File: src/design/framed_packet_receiver_assert.svh
// assertion macros for the framed packet receiver
// used by fpr_ctrl and fpr_datapath; no other dependencies
`ifndef FRAMED_PACKET_RECEIVER_ASSERT_SVH
`define FRAMED_PACKET_RECEIVER_ASSERT_SVH

`ifndef SYNTH

// concurrent check on a clock, off while reset is high
`define FPR_ASSERT(name, clk, rst, prop) \
   name: assert property (@(posedge clk) disable iff (rst) prop) \
      else $error("fpr assertion failed");

// concurrent check on a clock, also active during reset
`define FPR_ASSERT_ALWAYS(name, clk, prop) \
   name: assert property (@(posedge clk) prop) \
      else $error("fpr assertion failed");

`else

`define FPR_ASSERT(name, clk, rst, prop)
`define FPR_ASSERT_ALWAYS(name, clk, prop)

`endif

`endif

File: src/design/fpr_pkg.sv
// shared types and constants of the framed packet receiver
// no dependencies
package fpr_pkg;

   // register indexes of the csr port
   localparam int unsigned CSR_INDEX_W = 1;
   localparam logic [CSR_INDEX_W-1:0] CSR_START_CODE = 1'b0;
   localparam logic [CSR_INDEX_W-1:0] CSR_END_CODE   = 1'b1;

   // register reset values
   localparam logic [7:0] START_CODE_RESET = 8'h02;
   localparam logic [7:0] END_CODE_RESET   = 8'h03;

   // result status codes
   localparam logic [1:0] STS_NONE      = 2'd0;
   localparam logic [1:0] STS_ACCEPT    = 2'd1;
   localparam logic [1:0] STS_REJECT    = 2'd2;
   localparam logic [1:0] STS_TOO_LONG  = 2'd3;

   // controller states
   typedef enum logic [2:0] {
      ST_HUNT,
      ST_LEN,
      ST_DATA,
      ST_CHK,
      ST_END,
      ST_RD,
      ST_OUT
   } state_type;

   // kind of result loaded into the output register
   typedef enum logic [1:0] {
      OUT_PAYLOAD,
      OUT_EMPTY,
      OUT_REJECT,
      OUT_TOO_LONG
   } out_kind_type;

   // controller to datapath
   typedef struct packed {
      logic         clear_frame;
      logic         load_length;
      logic         store_byte;
      logic         load_checksum;
      logic         rd_clear;
      logic         rd_advance;
      logic         out_load;
      out_kind_type out_kind;
   } cmd_type;

   // datapath to controller
   typedef struct packed {
      logic is_start;
      logic len_too_long;
      logic len_zero;
      logic count_done;
      logic frame_good;
      logic len_empty;
      logic rd_last;
      logic out_free;
   } status_type;

endpackage

File: src/design/fpr_ram.sv
// generic single write port ram with registered read
// no dependencies
module fpr_ram #(
   parameter int unsigned WIDTH = 8,
   parameter int unsigned DEPTH = 16,
   localparam int unsigned AW = (DEPTH > 1) ? $clog2(DEPTH) : 1
) (
   input  logic             clock,
   input  logic             wr_en,
   input  logic [AW-1:0]    wr_addr,
   input  logic [WIDTH-1:0] wr_data,
   input  logic [AW-1:0]    rd_addr,
   output logic [WIDTH-1:0] rd_data
);

   logic [WIDTH-1:0] mem_ff [DEPTH];
   logic [WIDTH-1:0] rd_data_ff;

   // write port
   always_ff @(posedge clock) begin
      if (wr_en) begin
         mem_ff[wr_addr] <= wr_data;
      end
   end

   // registered read port
   always_ff @(posedge clock) begin
      rd_data_ff <= mem_ff[rd_addr];
   end

   assign rd_data = rd_data_ff;

endmodule

File: src/design/fpr_datapath.sv
// datapath: code registers, frame counters, checksums, payload store, result register
// depends on fpr_pkg, fpr_ram and framed_packet_receiver_assert.svh
`include "framed_packet_receiver_assert.svh"

module fpr_datapath #(
   parameter int unsigned MAX_PAYLOAD = 16
) (
   input  logic                                clock,
   input  logic                                reset,
   input  logic                                csr_write,
   input  logic [fpr_pkg::CSR_INDEX_W-1:0]     csr_index,
   input  logic [7:0]                          csr_data,
   input  logic [7:0]                          req_rx_byte,
   input  logic                                rsp_stall,
   output logic                                rsp_valid,
   output logic [1:0]                          rsp_status,
   output logic                                rsp_byte_valid,
   output logic [7:0]                          rsp_payload_byte,
   output logic                                rsp_last,
   input  fpr_pkg::cmd_type                    cmd,
   output fpr_pkg::status_type                 status
);

   localparam int unsigned CW = $clog2(MAX_PAYLOAD + 1);
   localparam int unsigned AW = (MAX_PAYLOAD > 1) ? $clog2(MAX_PAYLOAD) : 1;

   logic [7:0]    start_code_ff, start_code_in;
   logic [7:0]    end_code_ff, end_code_in;
   logic [CW-1:0] frame_length_ff, frame_length_in;
   logic [CW-1:0] byte_count_ff, byte_count_in;
   logic [7:0]    run_chk_ff, run_chk_in;
   logic [7:0]    rcv_chk_ff, rcv_chk_in;
   logic [CW-1:0] rd_idx_ff, rd_idx_in;
   logic          rsp_valid_ff, rsp_valid_in;
   logic [1:0]    rsp_status_ff, rsp_status_in;
   logic          rsp_byte_valid_ff, rsp_byte_valid_in;
   logic [7:0]    rsp_payload_byte_ff, rsp_payload_byte_in;
   logic          rsp_last_ff, rsp_last_in;
   logic [7:0]    rd_data;
   logic [CW:0]   count_next;
   logic [CW:0]   rd_next;

   // csr writes
   always_comb begin
      start_code_in = start_code_ff;
      end_code_in   = end_code_ff;
      if (csr_write) begin
         case (csr_index)
            fpr_pkg::CSR_START_CODE: start_code_in = csr_data;
            fpr_pkg::CSR_END_CODE:   end_code_in   = csr_data;
            default: ;
         endcase
      end
   end

   // frame bookkeeping
   always_comb begin
      frame_length_in = frame_length_ff;
      byte_count_in   = byte_count_ff;
      run_chk_in      = run_chk_ff;
      rcv_chk_in      = rcv_chk_ff;
      if (cmd.clear_frame) begin
         frame_length_in = '0;
         byte_count_in   = '0;
         run_chk_in      = '0;
      end
      if (cmd.load_length) begin
         frame_length_in = req_rx_byte[CW-1:0];
      end
      if (cmd.store_byte) begin
         byte_count_in = byte_count_ff + CW'(1);
         run_chk_in    = run_chk_ff ^ req_rx_byte;
      end
      if (cmd.load_checksum) begin
         rcv_chk_in = req_rx_byte;
      end
   end

   // read index for the payload run
   always_comb begin
      rd_idx_in = rd_idx_ff;
      if (cmd.rd_clear) begin
         rd_idx_in = '0;
      end else if (cmd.rd_advance) begin
         rd_idx_in = rd_idx_ff + CW'(1);
      end
   end

   // result register
   always_comb begin
      rsp_valid_in        = rsp_valid_ff & rsp_stall;
      rsp_status_in       = rsp_status_ff;
      rsp_byte_valid_in   = rsp_byte_valid_ff;
      rsp_payload_byte_in = rsp_payload_byte_ff;
      rsp_last_in         = rsp_last_ff;
      if (cmd.out_load) begin
         rsp_valid_in        = 1'b1;
         rsp_byte_valid_in   = 1'b0;
         rsp_payload_byte_in = 8'h00;
         rsp_last_in         = 1'b1;
         case (cmd.out_kind)
            fpr_pkg::OUT_PAYLOAD: begin
               rsp_status_in       = fpr_pkg::STS_ACCEPT;
               rsp_byte_valid_in   = 1'b1;
               rsp_payload_byte_in = rd_data;
               rsp_last_in         = status.rd_last;
            end
            fpr_pkg::OUT_EMPTY:    rsp_status_in = fpr_pkg::STS_ACCEPT;
            fpr_pkg::OUT_REJECT:   rsp_status_in = fpr_pkg::STS_REJECT;
            fpr_pkg::OUT_TOO_LONG: rsp_status_in = fpr_pkg::STS_TOO_LONG;
            default:               rsp_status_in = fpr_pkg::STS_NONE;
         endcase
      end
   end

   // control registers
   always_ff @(posedge clock) begin
      if (reset) begin
         start_code_ff   <= fpr_pkg::START_CODE_RESET;
         end_code_ff     <= fpr_pkg::END_CODE_RESET;
         frame_length_ff <= '0;
         byte_count_ff   <= '0;
         run_chk_ff      <= '0;
         rcv_chk_ff      <= '0;
         rd_idx_ff       <= '0;
         rsp_valid_ff    <= 1'b0;
      end else begin
         start_code_ff   <= start_code_in;
         end_code_ff     <= end_code_in;
         frame_length_ff <= frame_length_in;
         byte_count_ff   <= byte_count_in;
         run_chk_ff      <= run_chk_in;
         rcv_chk_ff      <= rcv_chk_in;
         rd_idx_ff       <= rd_idx_in;
         rsp_valid_ff    <= rsp_valid_in;
      end
   end

   // result payload registers
   always_ff @(posedge clock) begin
      rsp_status_ff       <= rsp_status_in;
      rsp_byte_valid_ff   <= rsp_byte_valid_in;
      rsp_payload_byte_ff <= rsp_payload_byte_in;
      rsp_last_ff         <= rsp_last_in;
   end

   // payload store
   fpr_ram #(
      .WIDTH (8),
      .DEPTH (MAX_PAYLOAD)
   ) u_store (
      .clock   (clock),
      .wr_en   (cmd.store_byte),
      .wr_addr (byte_count_ff[AW-1:0]),
      .wr_data (req_rx_byte),
      .rd_addr (rd_idx_ff[AW-1:0]),
      .rd_data (rd_data)
   );

   // status back to the controller
   assign count_next = {1'b0, byte_count_ff} + (CW+1)'(1);
   assign rd_next    = {1'b0, rd_idx_ff} + (CW+1)'(1);

   always_comb begin
      status.is_start     = (req_rx_byte == start_code_ff);
      status.len_too_long = (req_rx_byte > 8'(MAX_PAYLOAD));
      status.len_zero     = (req_rx_byte == 8'h00);
      status.count_done   = (count_next >= {1'b0, frame_length_ff});
      status.frame_good   = (req_rx_byte == end_code_ff) && (run_chk_ff == rcv_chk_ff);
      status.len_empty    = (frame_length_ff == '0);
      status.rd_last      = (rd_next == {1'b0, frame_length_ff});
      status.out_free     = ~rsp_valid_ff | ~rsp_stall;
   end

   assign rsp_valid        = rsp_valid_ff;
   assign rsp_status       = rsp_status_ff;
   assign rsp_byte_valid   = rsp_byte_valid_ff;
   assign rsp_payload_byte = rsp_payload_byte_ff;
   assign rsp_last         = rsp_last_ff;

   // checks
   `FPR_ASSERT(a_store_in_range, clock, reset, cmd.store_byte |-> (byte_count_ff < CW'(MAX_PAYLOAD)))
   `FPR_ASSERT(a_load_shows_valid, clock, reset, cmd.out_load |=> rsp_valid_ff)
   `FPR_ASSERT(a_status_only_last, clock, reset, (rsp_valid_ff && !rsp_byte_valid_ff) |-> rsp_last_ff)

endmodule

File: src/design/fpr_ctrl.sv
// controller state machine of the framed packet receiver
// depends on fpr_pkg and framed_packet_receiver_assert.svh
`include "framed_packet_receiver_assert.svh"

module fpr_ctrl (
   input  logic                clock,
   input  logic                reset,
   input  logic                req_valid,
   output logic                req_stall,
   input  fpr_pkg::status_type status,
   output fpr_pkg::cmd_type    cmd
);

   fpr_pkg::state_type state_ff, state_in;
   logic               in_state;
   logic               fire;

   // bytes are taken only while hunting or in the frame states and with the result slot free
   always_comb begin
      case (state_ff)
         fpr_pkg::ST_HUNT, fpr_pkg::ST_LEN, fpr_pkg::ST_DATA,
         fpr_pkg::ST_CHK, fpr_pkg::ST_END: in_state = 1'b1;
         default:                          in_state = 1'b0;
      endcase
   end

   assign req_stall = ~(in_state & status.out_free);
   assign fire      = req_valid & ~req_stall;

   // next state
   always_comb begin
      state_in = state_ff;
      case (state_ff)
         fpr_pkg::ST_HUNT: begin
            if (fire && status.is_start) state_in = fpr_pkg::ST_LEN;
         end
         fpr_pkg::ST_LEN: begin
            if (fire) begin
               if (status.len_too_long)  state_in = fpr_pkg::ST_HUNT;
               else if (status.len_zero) state_in = fpr_pkg::ST_CHK;
               else                      state_in = fpr_pkg::ST_DATA;
            end
         end
         fpr_pkg::ST_DATA: begin
            if (fire && status.count_done) state_in = fpr_pkg::ST_CHK;
         end
         fpr_pkg::ST_CHK: begin
            if (fire) state_in = fpr_pkg::ST_END;
         end
         fpr_pkg::ST_END: begin
            if (fire) begin
               if (status.frame_good && !status.len_empty) state_in = fpr_pkg::ST_RD;
               else                                        state_in = fpr_pkg::ST_HUNT;
            end
         end
         fpr_pkg::ST_RD: begin
            state_in = fpr_pkg::ST_OUT;
         end
         fpr_pkg::ST_OUT: begin
            if (status.out_free) begin
               if (status.rd_last) state_in = fpr_pkg::ST_HUNT;
               else                state_in = fpr_pkg::ST_RD;
            end
         end
         default: state_in = fpr_pkg::ST_HUNT;
      endcase
   end

   // commands
   always_comb begin
      cmd = '0;
      cmd.out_kind = fpr_pkg::OUT_PAYLOAD;
      case (state_ff)
         fpr_pkg::ST_HUNT: begin
            cmd.clear_frame = fire & status.is_start;
         end
         fpr_pkg::ST_LEN: begin
            if (fire) begin
               if (status.len_too_long) begin
                  cmd.out_load = 1'b1;
                  cmd.out_kind = fpr_pkg::OUT_TOO_LONG;
               end else begin
                  cmd.load_length = 1'b1;
               end
            end
         end
         fpr_pkg::ST_DATA: begin
            cmd.store_byte = fire;
         end
         fpr_pkg::ST_CHK: begin
            cmd.load_checksum = fire;
         end
         fpr_pkg::ST_END: begin
            if (fire) begin
               if (!status.frame_good) begin
                  cmd.out_load = 1'b1;
                  cmd.out_kind = fpr_pkg::OUT_REJECT;
               end else if (status.len_empty) begin
                  cmd.out_load = 1'b1;
                  cmd.out_kind = fpr_pkg::OUT_EMPTY;
               end else begin
                  cmd.rd_clear = 1'b1;
               end
            end
         end
         fpr_pkg::ST_OUT: begin
            cmd.out_load   = status.out_free;
            cmd.rd_advance = status.out_free;
         end
         default: ;
      endcase
   end

   // state register
   always_ff @(posedge clock) begin
      if (reset) begin
         state_ff <= fpr_pkg::ST_HUNT;
      end else begin
         state_ff <= state_in;
      end
   end

   // checks
   `FPR_ASSERT(a_rd_then_out, clock, reset, (state_ff == fpr_pkg::ST_RD) |=> (state_ff == fpr_pkg::ST_OUT))
   `FPR_ASSERT(a_load_needs_slot, clock, reset, cmd.out_load |-> status.out_free)
   `FPR_ASSERT_ALWAYS(a_no_take_in_run, clock, ((state_ff == fpr_pkg::ST_RD) || (state_ff == fpr_pkg::ST_OUT)) |-> req_stall)

endmodule

File: src/design/framed_packet_receiver.sv
// top level of the framed packet receiver: controller plus datapath
// depends on fpr_pkg, fpr_ctrl, fpr_datapath
//
//   channel  ports                                  direction  transfer when
//   req      req_valid req_stall req_rx_byte         in         req_valid & !req_stall
//   rsp      rsp_valid rsp_stall rsp_status ...      out        rsp_valid & !rsp_stall
//   csr      csr_write csr_index csr_data            in         csr_write
//
// one received byte per cycle while hunting or inside a frame
// an accepted frame gives its payload one byte at a time, each read in ST_RD and shown from
// ST_OUT, as the payload store has a registered read; no bytes are taken during that run
// any byte waits while the result register is full and held by rsp_stall
// reset is synchronous and active high; it restores the default start and end codes
module framed_packet_receiver #(
   parameter int unsigned MAX_PAYLOAD = 16
) (
   input  logic                            clock,
   input  logic                            reset,
   input  logic                            csr_write,
   input  logic [fpr_pkg::CSR_INDEX_W-1:0] csr_index,
   input  logic [7:0]                      csr_data,
   input  logic                            req_valid,
   output logic                            req_stall,
   input  logic [7:0]                      req_rx_byte,
   output logic                            rsp_valid,
   input  logic                            rsp_stall,
   output logic [1:0]                      rsp_status,
   output logic                            rsp_byte_valid,
   output logic [7:0]                      rsp_payload_byte,
   output logic                            rsp_last
);

   fpr_pkg::cmd_type    cmd;
   fpr_pkg::status_type status;

   // sequencing
   fpr_ctrl u_ctrl (
      .clock     (clock),
      .reset     (reset),
      .req_valid (req_valid),
      .req_stall (req_stall),
      .status    (status),
      .cmd       (cmd)
   );

   // storage and checks of the frame
   fpr_datapath #(
      .MAX_PAYLOAD (MAX_PAYLOAD)
   ) u_datapath (
      .clock            (clock),
      .reset            (reset),
      .csr_write        (csr_write),
      .csr_index        (csr_index),
      .csr_data         (csr_data),
      .req_rx_byte      (req_rx_byte),
      .rsp_stall        (rsp_stall),
      .rsp_valid        (rsp_valid),
      .rsp_status       (rsp_status),
      .rsp_byte_valid   (rsp_byte_valid),
      .rsp_payload_byte (rsp_payload_byte),
      .rsp_last         (rsp_last),
      .cmd              (cmd),
      .status           (status)
   );

endmodule

File: config.mk
export PLATFORM = sky130hd
export DESIGN_NAME = framed_packet_receiver
export DESIGN_NICKNAME = d
export VERILOG_FILES = /design/src/design/fpr_pkg.sv /design/src/design/fpr_ram.sv /design/src/design/fpr_datapath.sv /design/src/design/fpr_ctrl.sv /design/src/design/framed_packet_receiver.sv
export VERILOG_INCLUDE_DIRS = /design/src /design/src/design
export SDC_FILE = /design/constraint.sdc
export NUM_CORES = 1
export LEC_CHECK = 0
export ABC_AREA = 1
export CORE_MARGIN = 2
export CORE_UTILIZATION = 30
export DETAILED_ROUTE_END_ITERATION = 7
export DONT_BUFFER_PORTS = 1
export GPL_TIMING_DRIVEN = 0
export PLACE_DENSITY = 0.43
export SLEW_MARGIN = 20
export SYNTH_ARGS = -nofsm -noshare
export SYNTH_HDL_FRONTEND = slang
export SYNTH_SLANG_ARGS = --single-unit
File: constraint.sdc
create_clock -name clock -period 2.1 [get_ports clock]
set_clock_uncertainty 0.1 [all_clocks]
set_input_delay 0.525 -clock clock [delete_from_list [all_inputs] [get_ports clock]]
set_output_delay 0.525 -clock clock [all_outputs]
set_load 0.01 [all_outputs]
==> metrics.txt <==
# TYPE chip_impl_metric gauge
chip_impl_metric{name="synth.ff_latch_count",unit=""} 199
chip_impl_metric{name="drt-vias-per-instance",unit=""} 4.75
chip_impl_metric{name="clk-insertion-delay-late",unit="ns"} 0.44
chip_impl_info{name="hold_path_class",value="input port to register"} 1
chip_impl_metric{name="syn-cell-area",unit="mm2"} 0.00856
chip_impl_metric{name="via_count",unit=""} 5877
chip_impl_metric{name="worst_ep_required_time",unit="ns"} 2.33
chip_impl_metric{name="layout_worst_path_cycle_share",unit="%"} 95.4
chip_impl_info{name="final_cell_mix",value="140 x edfxtp_1, 130 x nand2_1, 89 x nor2_1"} 1
chip_impl_info{name="critPathCaptureType",value="register"} 1
chip_impl_metric{name="proportion_of_layout_cells_with_a_drive_suffix_above_1",unit="%"} 16.2
chip_impl_metric{name="largest_net_degree_at_the_start_of_global_routing",unit=""} 23
chip_impl_metric{name="worstPathMaxFanout",unit=""} 10
chip_impl_metric{name="number_of_antenna_violations_at_the_first_check_in_global_routing",unit=""} 0
chip_impl_info{name="critical_path.reg2reg.endpoint",value="u_datapath.u_store.rd_data[1]"} 1
chip_impl_metric{name="layout_min_cycle_time",unit="ns"} 2.00
chip_impl_info{name="synth.largest_area_cell",value="edfxtp_1"} 1
chip_impl_metric{name="drcViolationCount",unit=""} 0
chip_impl_metric{name="min_path_cells",unit=""} 0
chip_impl_info{name="timing_worst_setup_path_type",value="register to register"} 1
chip_impl_metric{name="cts_inserted_buffers",unit=""} 17
chip_impl_metric{name="cts_num_sinks",unit=""} 199
chip_impl_metric{name="gpl.final_weighted_congestion",unit=""} 0.793
chip_impl_metric{name="portBuffers",unit=""} 0
chip_impl_info{name="path_delay_family",value="buffers and inverters"} 1
chip_impl_metric{name="postSynthCellCount",unit=""} 806
chip_impl_metric{name="dpl.cell_count",unit=""} 1185
chip_impl_metric{name="clock_transition_at_path_regs",unit="ns"} 0.08
chip_impl_metric{name="die_x",unit="um"} 173
chip_impl_metric{name="met2WireLength",unit="mm"} 10.9
chip_impl_info{name="min_to",value="u_datapath.u_store.mem_ff[5][2]"} 1
chip_impl_info{name="leading_cell_type_in_the_layout_fill_and_taps_excluded",value="edfxtp_1"} 1
chip_impl_metric{name="grt_first_pass_wirelength",unit="mm"} 36.1
chip_impl_metric{name="cts.htree.levels",unit=""} 4
chip_impl_metric{name="net_load_switching_power",unit="mW"} 2.06
chip_impl_metric{name="routed_wl",unit="mm"} 23.6
chip_impl_metric{name="maxSlewHeadroom",unit="%"} 56.7
chip_impl_metric{name="wl_per_cell",unit="um"} 19.1
chip_impl_metric{name="finalHoldViolations",unit=""} 0
chip_impl_metric{name="max_cap_viol_count",unit=""} 0
chip_impl_metric{name="layoutNonFillerInstCount",unit=""} 1236
chip_impl_metric{name="io-pin-count",unit=""} 36
chip_impl_metric{name="worst-r2r-setup-slack",unit="ns"} 0.1
chip_impl_metric{name="fillCellCount",unit=""} 2827
chip_impl_metric{name="floorplan.rows",unit=""} 61
chip_impl_info{name="ys.flop_type",value="edfxtp_1"} 1
chip_impl_metric{name="synth_enable_flop_cells",unit=""} 140
chip_impl_metric{name="grtUsageTotal",unit="%"} 16.2
chip_impl_metric{name="global_route_congestion_overflow_total",unit=""} 0
chip_impl_metric{name="worst_slew_pin_slew",unit="ns"} 0.650
chip_impl_metric{name="drt-initial-drc-count",unit=""} 439
chip_impl_metric{name="antenna_violating_nets_post_route",unit=""} 0
chip_impl_metric{name="syn_to_final_growth",unit="%"} 18.9
chip_impl_info{name="synth.area.top_cells",value="edfxtp_1 49%, dfxtp_1 14%, nand2_1 6.1%"} 1
chip_impl_metric{name="timing.critical_path.buf_inv",unit=""} 2
chip_impl_metric{name="detail_route.wirelength.met1",unit="mm"} 11.5
chip_impl_metric{name="synth_cell_types",unit=""} 38
chip_impl_info{name="crit_path_start_kind",value="register"} 1
chip_impl_metric{name="netSwitchingFraction",unit="%"} 24.3
chip_impl_metric{name="share_comb_of_total_power",unit="%"} 8.7
chip_impl_metric{name="area.sequential",unit="mm2"} 0.00541
chip_impl_metric{name="fmaxAchievable",unit="MHz"} 499
chip_impl_info{name="critical_path.reg2reg.startpoint",value="u_datapath.rd_idx_ff[1]"} 1
chip_impl_metric{name="synthesis.nets",unit=""} 838
chip_impl_metric{name="power.static_leakage",unit="nW"} 3.62
chip_impl_metric{name="synth_largest_type_area_fraction",unit="%"} 49.1
chip_impl_metric{name="initial_utilization",unit="%"} 30.6
chip_impl_metric{name="internal_power",unit="mW"} 6.44
chip_impl_info{name="crit_path_cell_trace",value="buf_2 > clkbuf_1 > o221ai_1 > nand3_1 > nand2_1"} 1
chip_impl_info{name="top_layer",value="met4"} 1
chip_impl_metric{name="worst_ir_drop_vdd",unit="mV"} 0.515
chip_impl_metric{name="detail_route.first_pass.iterations",unit=""} 7
chip_impl_metric{name="final-max-slew-violation-count",unit=""} 0
chip_impl_metric{name="place_hpwl",unit="mm"} 15.7
chip_impl_info{name="min-delay-start",value="req_rx_byte[2]"} 1
chip_impl_metric{name="max-clock-path-buffers",unit=""} 2
chip_impl_metric{name="setup_violation_total_in_the_final_timing_report",unit=""} 0
chip_impl_info{name="status",value="finished clean"} 1
chip_impl_info{name="cts_tree",value="built"} 1
chip_impl_metric{name="worst_path_largest_cell_delay",unit="ns"} 0.54
chip_impl_metric{name="totalNegativeSetupSlack",unit="ns"} 0
chip_impl_info{name="worst_path_max_delay_cell",value="clkbuf_1"} 1
chip_impl_metric{name="power_per_cell_area",unit="mW/mm2"} 836
chip_impl_metric{name="antenna-diode-count",unit=""} 0
chip_impl_metric{name="met3RoutedLength",unit="um"} 762
chip_impl_metric{name="die_y",unit="um"} 173
chip_impl_metric{name="synth_sequential_area_ratio",unit="%"} 62.9
chip_impl_metric{name="core_area",unit="mm2"} 0.0279
chip_impl_metric{name="pwr-share-clk",unit="%"} 38.9
chip_impl_info{name="root_buffer_cell",value="clkbuf_16"} 1
chip_impl_metric{name="finalCoreUtilization",unit="%"} 36.4
chip_impl_metric{name="hold-worst-slack",unit="ns"} 0.0803
chip_impl_metric{name="vias_in_the_first_global_route",unit=""} 5942
chip_impl_metric{name="pwr-share-seq",unit="%"} 52.4
chip_impl_metric{name="floorplan.die_area",unit="mm2"} 0.0299
chip_impl_metric{name="synthesis.area_per_instance",unit="um2"} 10.6
chip_impl_metric{name="design.final.nets",unit=""} 877
chip_impl_metric{name="worstRegToRegCells",unit=""} 5
chip_impl_metric{name="synth_warnings",unit=""} 0
chip_impl_metric{name="multi_input_area",unit="mm2"} 0.00303
chip_impl_metric{name="critical_path_arrival",unit="ns"} 2.23
chip_impl_metric{name="asyncSetResetFlopFracSynth",unit="%"} 0
flip-flops by register name (all words and copies together) (netlist names), 8 cells and up:
signal                       count
u_datapath.rcv_chk_ff            8
u_datapath.rsp_payload_byte      8
u_datapath.run_chk_ff            8
u_datapath.end_code_ff           8
u_datapath.u_store.mem_ff      128
u_datapath.start_code_ff         8
u_datapath.u_store.rd_data       8
cell usage after synthesis (18+ instances only):
cell type / n
inv_1: 57
nand3_1: 24
edfxtp_1: 140
clkbuf_1: 18
dfxtp_1: 59
xor2_1: 21
a21oi_1: 42
mux2i_1: 26
nand2_1: 138
o21ai_0: 56
o221ai_1: 26
nor2_1: 105
metal layers:
| layer | global-route usage, % | vias up |
|---|---|---|
| li1 | - | 2884 |
| met1 | 22.6 | 2852 |
| met2 | 25.5 | 115 |
| met3 | 2.66 | 26 |
| met4 | 5.37 | 0 |
| met5 | 0 | - |
final cells by class:
| type | instances | area share (%) |
|---|---|---|
| buffer | 31 | 1.54 |
| multi-input combinational | 508 | 29.8 |
| tap | 378 | 4.65 |
| timing repair buffer | 21 | 2.66 |
| clock buffer | 22 | 4.67 |
| clock inverter | 10 | 1.05 |
| inverter | 67 | 2.50 |
| sequential | 199 | 53.1 |
kinds of logic after synthesis:
family / count (synthesis) / synth area share (%)
flip-flops: 199 / 62.9
adder cells (fa/ha/maj): 10 / 1.46
XOR/XNOR: 28 / 2.87
AND/OR/NAND/NOR: 300 / 14.8
AO/OA/AOI/OAI: 144 / 10.3
buffers and inverters: 99 / 4.64
multiplexers: 26 / 3.04
worst max-delay path by stage:
stage,start,to,slack (ns),cells past startpoint
global placement,rsp_stall,u_datapath.u_store.mem_ff[7][1],-0.93,7
detailed placement,rsp_stall,u_datapath.u_store.mem_ff[4][3],-0.66,7
CTS,u_ctrl.state_ff[2],u_datapath.u_store.mem_ff[15][0],-0.02,7
global route,u_datapath.byte_count_ff[2],u_ctrl.state_ff[0],-0.03,13
finish,u_datapath.rd_idx_ff[1],u_datapath.u_store.rd_data[1],0.1,5
floorplan,rsp_stall,u_datapath.u_store.mem_ff[7][0],-0.14,7
what timing repair did:
item,CTS,global route
gates resized for setup,42,45
pin swaps,9,8
endpoints found under the setup margin,142,151
hold buffers,0,0
buffers inserted,11,9
per-stage QoR:
step           setup slack (ns)  power, mW  cell area (um2)
6_report                 0.0958       8.50            10200
5_1_grt                 -0.0294       8.84            10200
4_1_cts                 -0.0168       8.54             9980
3_5_place_dp             -0.665       5.20             9050
3_3_place_gp             -0.927       5.20             9030
2_1_floorplan            -0.137       5.01             8560
power by group through the flow:
| stage | combinational (mW) | clock [mW] | sequential, mW |
|---|---|---|---|
| finish | 0.743 | 3.31 | 4.46 |
| global route | 0.840 | 3.53 | 4.48 |
| CTS | 0.689 | 3.39 | 4.46 |
| detailed placement | 0.657 | 0 | 4.54 |
| global placement | 0.656 | 0 | 4.54 |
| floorplan | 0.490 | 0 | 4.52 |
worst reg2reg max path, stage by stage (launching register included):
cell and delay (ns):
dfxtp_1 0.43, buf_2 0.28, clkbuf_1 0.54, o221ai_1 0.36, nand3_1 0.14, nand2_1 0.06
Power figures use the tool's default switching activity.
